**src/sv/cfvd_pkg.sv**
```systemverilog
// ============================================================================
// cfvd_pkg - shared types and constants for the CRC-16 frame deframer
// Register indexes, status codes, type codes, FSM states and the CRC fold.
// ============================================================================
`default_nettype none

package cfvd_pkg;

    typedef enum logic [1:0] {
        ST_IDLE,
        ST_CHECK,
        ST_EMIT
    } t_state;

    // configuration register indexes
    localparam logic [2:0] CFG_LINK_LIMIT = 3'd0;
    localparam logic [2:0] CFG_HELLO_MIN  = 3'd1;
    localparam logic [2:0] CFG_TYPE_SHIFT = 3'd2;
    localparam logic [2:0] CFG_SEQ_INDEX  = 3'd3;
    localparam logic [2:0] CFG_ACK_INDEX  = 3'd4;

    // result status codes
    localparam logic [2:0] STAT_OK       = 3'd0;
    localparam logic [2:0] STAT_SHORT    = 3'd1;
    localparam logic [2:0] STAT_OVER_CAP = 3'd2;
    localparam logic [2:0] STAT_LEN_MISM = 3'd3;
    localparam logic [2:0] STAT_CRC      = 3'd4;
    localparam logic [2:0] STAT_RSV_TYPE = 3'd5;
    localparam logic [2:0] STAT_LINK_LIM = 3'd6;
    localparam logic [2:0] STAT_HELLO_SH = 3'd7;

    // frame type codes
    localparam logic [2:0] TYPE_HELLO   = 3'd0;
    localparam logic [2:0] TYPE_WELCOME = 3'd1;
    localparam logic [2:0] TYPE_LINK    = 3'd2;

    localparam logic [15:0] CRC_INIT = 16'hFFFF;
    localparam logic [15:0] CRC_POLY = 16'h1021;

    // one byte into CRC-16, MSB first
    function automatic logic [15:0] crc_fold(input logic [15:0] crc, input logic [7:0] data);
        logic [15:0] c;
        c = crc ^ {data, 8'h00};
        for (int b = 0; b < 8; b++) begin
            c = c[15] ? ({c[14:0], 1'b0} ^ CRC_POLY) : {c[14:0], 1'b0};
        end
        return c;
    endfunction

endpackage

`default_nettype wire

```
**src/sv/crc16_frame_validator_deframer_unit.sv**
```systemverilog
// ============================================================================
// crc16_frame_validator_deframer_unit - CRC-16 framed packet decoder
// Checks control/length/payload/CRC frames and replays the payload bytes.
// ============================================================================
//
//  channel  | signals                                  | handshake
//  ---------+------------------------------------------+--------------------------
//  input    | i_rx_byte, i_end_of_block                | start & !busy
//  result   | o_status .. o_final_result               | o_strobe, one cycle
//  config   | i_cfg_index, i_cfg_data                  | i_cfg_valid & o_cfg_ready
//
//  Flow: a non-final byte is taken whenever the block is idle (byte-wide CRC
//  fold, one memory write). The final byte leads to the check state, then to
//  the result state, one payload memory read per cycle; busy stays high meanwhile.
//  Reset: synchronous, active low; no clearing pass, payload entries are
//  always written before they are read.
//  Stalls: the receiver cannot stall; each result request is shown once.
//
`default_nettype none

module crc16_frame_validator_deframer_unit #(
    parameter int PAYLOAD_DEPTH = 64
) (
    input  wire logic       i_clk,
    input  wire logic       i_rst_n,
    // byte requests
    input  wire logic       start,
    output logic            busy,
    input  wire logic [7:0] i_rx_byte,
    input  wire logic       i_end_of_block,
    // result requests
    output logic            o_strobe,
    output logic [2:0]      o_status,
    output logic [1:0]      o_frame_type,
    output logic            o_seq_flag,
    output logic            o_ack_flag,
    output logic [6:0]      o_payload_length,
    output logic [7:0]      o_payload_byte,
    output logic            o_byte_present,
    output logic            o_final_result,
    // config requests
    input  wire logic       i_cfg_valid,
    output logic            o_cfg_ready,
    input  wire logic [2:0] i_cfg_index,
    input  wire logic [6:0] i_cfg_data
);
    import cfvd_pkg::*;

    localparam int AW = (PAYLOAD_DEPTH > 1) ? $clog2(PAYLOAD_DEPTH) : 1;
    localparam logic [7:0] MAX8 = 8'(PAYLOAD_DEPTH);

    // ---------------- configuration ----------------
    logic [6:0] r_link_limit, r_hello_min;
    logic [2:0] r_type_shift, r_seq_idx, r_ack_idx;

    assign o_cfg_ready = 1'b1;  // writes must only arrive while idle; the block does not enforce it

    always_ff @(posedge i_clk) begin
        if (!i_rst_n) begin
            r_link_limit <= 7'd64;
            r_hello_min  <= 7'd0;
            r_type_shift <= 3'd5;
            r_seq_idx    <= 3'd1;
            r_ack_idx    <= 3'd0;
        end else if (i_cfg_valid && o_cfg_ready) begin
            unique case (i_cfg_index)
                CFG_LINK_LIMIT: r_link_limit <= i_cfg_data;
                CFG_HELLO_MIN:  r_hello_min  <= i_cfg_data;
                CFG_TYPE_SHIFT: r_type_shift <= i_cfg_data[2:0];
                CFG_SEQ_INDEX:  r_seq_idx    <= i_cfg_data[2:0];
                CFG_ACK_INDEX:  r_ack_idx    <= i_cfg_data[2:0];
                default: ;      // unmapped index, dropped
            endcase
        end
    end

    // ---------------- control ----------------
    t_state r_state, n_state;
    logic   accept;
    logic   [AW-1:0] r_idx, r_last;

    assign accept = start && !busy;

    always_ff @(posedge i_clk) begin
        if (!i_rst_n) begin
            r_state <= ST_IDLE;
        end else begin
            r_state <= n_state;
        end
    end

    always_comb begin
        n_state  = r_state;
        busy     = 1'b1;
        o_strobe = 1'b0;
        unique case (r_state)
            ST_IDLE: begin
                busy = 1'b0;
                if (accept && i_end_of_block) begin
                    n_state = ST_CHECK;
                end
            end
            ST_CHECK: begin
                n_state = ST_EMIT;
            end
            ST_EMIT: begin
                o_strobe = 1'b1;
                if (r_idx == r_last) begin
                    n_state = ST_IDLE;
                end
            end
            default: n_state = ST_IDLE;
        endcase
    end

    // ---------------- per-block state ----------------
    logic [7:0]  r_cnt, r_ctrl, r_len;
    logic [15:0] r_crc, r_rx_crc;
    logic [8:0]  len_p2;
    logic        crc_en;

    assign len_p2 = {1'b0, r_len} + 9'd2;
    // bytes before the CRC position implied by the length byte
    assign crc_en = (r_cnt < 8'd2) || ({1'b0, r_cnt} < len_p2);

    always_ff @(posedge i_clk) begin
        if (!i_rst_n) begin
            r_cnt    <= '0;
            r_ctrl   <= '0;
            r_len    <= '0;
            r_crc    <= CRC_INIT;
            r_rx_crc <= '0;
        end else if (accept) begin
            if (r_cnt == 8'd0) begin
                r_ctrl <= i_rx_byte;
            end
            if (r_cnt == 8'd1) begin
                r_len <= i_rx_byte;
            end
            if (crc_en) begin
                r_crc <= crc_fold(r_crc, i_rx_byte);
            end
            r_rx_crc <= {r_rx_crc[7:0], i_rx_byte};   // last two bytes, big endian
            if (r_cnt != 8'hFF) begin
                r_cnt <= r_cnt + 8'd1;                // saturates at 255
            end
        end else if (r_state == ST_CHECK) begin
            // header has been captured for emission; start fresh
            r_cnt    <= '0;
            r_ctrl   <= '0;
            r_len    <= '0;
            r_crc    <= CRC_INIT;
            r_rx_crc <= '0;
        end
    end

    // ---------------- payload memory ----------------
    logic [7:0]    mem [PAYLOAD_DEPTH];
    logic [7:0]    r_rd_data;
    logic [7:0]    pay_off;
    logic          wr_en;
    logic [AW-1:0] wr_addr, rd_addr;

    assign pay_off = r_cnt - 8'd2;
    assign wr_en   = accept && (r_cnt >= 8'd2) && (pay_off < r_len) && (pay_off < MAX8);
    assign wr_addr = pay_off[AW-1:0];

    // CHECK fetches entry 0; each EMIT cycle but the last fetches the next one
    always_comb begin
        if (r_state == ST_EMIT && r_idx != r_last) begin
            rd_addr = AW'(r_idx + AW'(1));
        end else if (r_state == ST_EMIT) begin
            rd_addr = r_idx;
        end else begin
            rd_addr = '0;
        end
    end

    always_ff @(posedge i_clk) begin
        if (wr_en) begin
            mem[wr_addr] <= i_rx_byte;
        end
        r_rd_data <= mem[rd_addr];
    end

    // ---------------- frame checks ----------------
    logic [7:0] ctrl_sh;
    logic [2:0] ftype;
    logic       ok, has_bytes;
    logic [2:0] status;

    assign ctrl_sh = r_ctrl >> r_type_shift;
    assign ftype   = ctrl_sh[2:0];

    always_comb begin
        priority if (r_cnt < 8'd4) begin
            status = STAT_SHORT;
        end else if (r_len > MAX8) begin
            status = STAT_OVER_CAP;
        end else if ({1'b0, r_cnt} != ({1'b0, r_len} + 9'd4)) begin
            status = STAT_LEN_MISM;
        end else if (r_crc != r_rx_crc) begin
            status = STAT_CRC;
        end else if (ftype[2]) begin
            status = STAT_RSV_TYPE;
        end else if (ftype == TYPE_LINK && r_len > {1'b0, r_link_limit}) begin
            status = STAT_LINK_LIM;
        end else if ((ftype == TYPE_HELLO || ftype == TYPE_WELCOME)
                     && r_len < {1'b0, r_hello_min}) begin
            status = STAT_HELLO_SH;
        end else begin
            status = STAT_OK;
        end
    end

    assign ok        = (status == STAT_OK);
    assign has_bytes = ok && (r_len != 8'd0);

    // ---------------- emission ----------------
    logic [2:0] r_status;
    logic [1:0] r_type;
    logic       r_seq, r_ack, r_bytes;
    logic [6:0] r_out_len;

    always_ff @(posedge i_clk) begin
        if (!i_rst_n) begin
            r_idx  <= '0;
            r_last <= '0;
        end else if (r_state == ST_CHECK) begin
            r_idx  <= '0;
            r_last <= has_bytes ? AW'(r_len - 8'd1) : '0;
        end else if (r_state == ST_EMIT) begin
            r_idx  <= rd_addr;
        end
    end

    // rejected frames carry a zeroed header
    always_ff @(posedge i_clk) begin
        if (r_state == ST_CHECK) begin
            r_status  <= status;
            r_type    <= ok ? ftype[1:0] : 2'd0;
            r_seq     <= ok && r_ctrl[r_seq_idx];
            r_ack     <= ok && r_ctrl[r_ack_idx];
            r_out_len <= ok ? r_len[6:0] : 7'd0;
            r_bytes   <= has_bytes;
        end
    end

    assign o_status         = r_status;
    assign o_frame_type     = r_type;
    assign o_seq_flag       = r_seq;
    assign o_ack_flag       = r_ack;
    assign o_payload_length = r_out_len;
    assign o_payload_byte   = r_bytes ? r_rd_data : 8'd0;
    assign o_byte_present   = r_bytes;
    assign o_final_result   = (r_idx == r_last);

endmodule

`default_nettype wire

```
**config.mk**
```make
export PLATFORM = sky130hd
export DESIGN_NAME = crc16_frame_validator_deframer_unit
export DESIGN_NICKNAME = d
export VERILOG_FILES = /design/src/sv/cfvd_pkg.sv /design/src/sv/crc16_frame_validator_deframer_unit.sv
export SDC_FILE = /design/constraint.sdc
export NUM_CORES = 1
export LEC_CHECK = 0
export ABC_AREA = 1
export BUFFER_PORTS_ARGS = -buffer_cell sky130_fd_sc_hd__clkbuf_2
export CAP_MARGIN = 5
export CELL_PAD_IN_SITES_DETAIL_PLACEMENT = 1
export CELL_PAD_IN_SITES_GLOBAL_PLACEMENT = 1
export CORE_ASPECT_RATIO = 2
export CORE_MARGIN = 1.5
export CORE_UTILIZATION = 50
export CTS_CLUSTER_SIZE = 30
export DETAILED_ROUTE_END_ITERATION = 6
export PLACE_DENSITY = 0.85
export SYNTH_ARGS = -nofsm -noshare
export SYNTH_HDL_FRONTEND = slang
export SYNTH_SLANG_ARGS = --single-unit
```
**constraint.sdc**
```tcl
create_clock -name i_clk -period 3.87 [get_ports i_clk]
set_input_delay 0 -clock i_clk [delete_from_list [all_inputs] [get_ports i_clk]]
set_output_delay 0 -clock i_clk [all_outputs]
set_load 0.01 [all_outputs]
```
==> flow_summary_export.csv <==
group,metric,value,unit
placed_design,port-buffer-count,48,
grt,grt_pass1_wl,152000,um
finish,insertedDiodeCount,0,
synthesis,synthCells,3136,
critical_path,end_kind,"register",
synthesis,yosysSeqAreaShare,61.1,%
power_and_ir_drop,leakagePower,14.1,nW
cts,cts.htree.levels,2,
power_and_ir_drop,vdd_drop_max,385,uV
grt,grt_overflow,0,
synthesis,ys_ff_latch,628,
grt,vias_in_the_first_global_route,25800,
route,drc,0,
sta,hold_violations,0,
sta,timing.clock.skew,36.7,ps
power_and_ir_drop,combPwrFrac,4.8,%
route,wl,102000,um
synthesis,synthMostInstantiatedCell,"sky130_fd_sc_hd__nand2_1",
synthesis,synth_largest_type_area_fraction,54.1,%
critical_path,critical_path.startpoint_type,"register",
floorplanning,floorplan.io_pins,50,
grt,track_usage,34.3,%
synthesis,synth_enable_flop_cells,527,
floorplanning,coreArea,57900,um^2
power_and_ir_drop,power_report.internal_total,0.0108,W
synthesis,synthesis.nets,3203,
flow_run,maxCapViolCount,0,
route,post_drt_wl_per_cell,25.1,um
synthesis,postSynth.topFlopCell,"sky130_fd_sc_hd__edfxtp_1",
placed_design,place_ws,410,ps
synthesis,yosysWarnings,0,
cts,max-clock-path-buffers,3,
synthesis,synth.avg_cell_area,9.32,um^2
floorplanning,die-width,174,um
critical_path,worst_ep_required_time,4180,ps
cts,clk-insertion-delay-late,640,ps
synthesis,asyncSetResetFlopFracSynth,0,%
worst_hold_path,hold_path.class,"input port to register",
finish,final_layout_size_suffix_gt1_share,8.79,%
sta,rsz0062_at_grt,"no",
synthesis,synth_top_cell_by_area,"sky130_fd_sc_hd__edfxtp_1",
sta,worst-slew-pin-transition,1030,ps
sta,clock_period_minus_final_worst_setup_slack,3590,ps
grt,grt_max_degree,129,
power_and_ir_drop,seq_power_share,53.1,%
route,postRouteAntennaNets,0,
synthesis,synth.lib_cells_used.distinct,40,
cts,clkSlewWorstSetupHoldPaths,80,ps
critical_path,worstPathArrival,3910,ps
placed_design,place_area,30900,um^2
power_and_ir_drop,power.share.switching,22.6,%
critical_path,worst-path-max-fanout,8,
grt,antenna_found_initial,0,
floorplanning,rows,125,
synthesis,synthTopCellsByArea,"sky130_fd_sc_hd__edfxtp_1, sky130_fd_sc_hd__nand3_1, sky130_fd_sc_hd__nand2_1, sky130_fd_sc_hd__inv_1, sky130_fd_sc_hd__dfxtp_1",
floorplanning,design.die.area,60000,um^2
power_and_ir_drop,power_density_over_cell_area,423,nW/um^2
cts,post-cts-setup-buffer-count,0,
sta,postLayoutSetupSlackWorst,277,ps
run_status,outcome,"finished, final reports clean",
placed_design,gp_congestion,0.968,
power_and_ir_drop,power.share.clock,42.1,%
sta,period_share,92.8,%
power_and_ir_drop,switching_power,0.00315,W
sta,maxSlewHeadroom,31.2,%
route,first_iter_violations,1513,
cts,cts-hold-fix-buffers,27,
cts,cts_tree,"done",
route,detailed_routing_iterations_pass_1,5,
cts,cts.sinks,628,
floorplanning,die_h,345,um
cts,clock_buffers_created_by_tritoncts,53,
sta,maxClockFrequency,278,MHz
cts,cts_root_buffer,"sky130_fd_sc_hd__clkbuf_16",
finish,area_growth_syn_to_layout,13.0,%
critical_path,worstSetupPathType,"register to register",
sta,totalNegativeSetupSlack,0,ps
sta,setup_viols_final,0,
synthesis,synth_area,29200,um^2
finish,total_number_of_nets_in_the_final_design,3321,
finish,final_cell_area,33000,um^2
route,avgViaCountPerCell,5.78,
sta,finalMaxSlewViolations,0,
floorplanning,initial_utilization,50.5,%
cts,post_cts.resized_instances,0,
placed_design,place.detailed.hpwl,68400,um
route,routed-via-count,23500,
finish,num-fill-cells,6549,
synthesis,ys_top_cells_by_count,"sky130_fd_sc_hd__nand2_1, sky130_fd_sc_hd__inv_1, sky130_fd_sc_hd__nand3_1",
## kinds of logic after synthesis
kind of cell / count (synthesis) / share of synthesized area (%)
buf+inv: 752 / 10.2
fa+ha+maj: 44 / 1.88
simple gates: 1482 / 22.0
other cells: 1 / 0.0128
compound gates: 177 / 3.30
flops: 628 / 61.1
xor+xnor: 52 / 1.56
## final timing paths
check / cells after the start / to / startpoint / slack, ps
worst max-delay path: 13 / mem[61][0] / r_cnt[1] / 280
worst min register to register: 2 / r_ctrl[1] / r_ctrl[1] / 470
worst min-delay path: 2 / mem[27][0] / i_rx_byte[0] / 20
worst max register to register: 13 / mem[61][0] / r_cnt[1] / 280
## layer usage
metal,wire [um],part of all wire (%),track usage (%)
met4,11000,11,33.0
met3,4940,4.9,4.16
met2,54300,53,64.6
met1,31500,31,31.5
met5,0,0,0
## flip-flops by register name, indices dropped and copies added (netlist names)
name	count
r_type_shift	3
mem	512
r_link_limit	7
r_crc	16
r_state	2
o_byte_present	1
o_payload_length	7
r_len	8
o_frame_type	2
r_hello_min	7
r_rx_crc	16
r_last	6
r_cnt	8
r_ack_idx	3
o_ack_flag	1
r_rd_data	8
o_status	3
r_seq_idx	3
r_ctrl	8
o_seq_flag	1
r_idx	6
## metrics by stage
stage          utilization [%]  hold WS (ps)  power [W]  std cells
6_report                  57.1          15.8     0.0140       4060
5_1_grt                   57.1          41.6     0.0142       4060
4_1_cts                   57.1          4.36     0.0140       4060
3_5_place_dp              53.4           221    0.00820       3934
3_3_place_gp              53.4           224    0.00817       3934
2_1_floorplan                -          98.9    0.00787       3136
## critical path: stages, from the launching register on
cell                      delay (ps)
sky130_fd_sc_hd__dfxtp_1         430
sky130_fd_sc_hd__inv_1           100
sky130_fd_sc_hd__ha_1            260
sky130_fd_sc_hd__nand3_1         110
sky130_fd_sc_hd__xor2_1          220
sky130_fd_sc_hd__ha_1            290
sky130_fd_sc_hd__a21oi_1         140
sky130_fd_sc_hd__nand2_1          80
sky130_fd_sc_hd__nor4_1          330
sky130_fd_sc_hd__nand2_1         130
sky130_fd_sc_hd__nor2_1          230
sky130_fd_sc_hd__nand2_1         480
sky130_fd_sc_hd__nor2_1          270
sky130_fd_sc_hd__buf_4           210
## area by class of cell
cell class	count	area, um^2	area share [%]
clock buffer	56	1380	4.18
clock inverter	43	498	1.51
inverter	610	2290	6.94
multi-input combinational	1756	8430	25.5
sequential	628	17800	54.0
tap	762	953	2.89
timing repair buffer	205	1640	4.95
## power groups by stage
stage	Combinational, W	Clock (W)	Sequential [W]
floorplan	0.000319	0	0.00755
global placement	0.000598	0	0.00757
detailed placement	0.000627	0	0.00757
CTS	0.000653	0.00591	0.00742
global route	0.000709	0.00609	0.00743
finish	0.000666	0.00588	0.00743
## cell usage in the layout, fill, tap and decap left out, drive strengths merged, types with 18 or more instances in the layout
| cell | count |
|---|---|
| clkinv | 23 |
| dfxtp | 101 |
| nand2 | 702 |
| inv | 612 |
| nand4 | 21 |
| xor2 | 18 |
| a21oi | 84 |
| nor2 | 150 |
| o21ai | 60 |
| buf | 130 |
| dlygate4sd3 | 27 |
| edfxtp | 527 |
| nand3 | 587 |
| ha | 44 |
| xnor2 | 34 |
| clkbuf | 104 |
(Power assumes the default switching activity.)
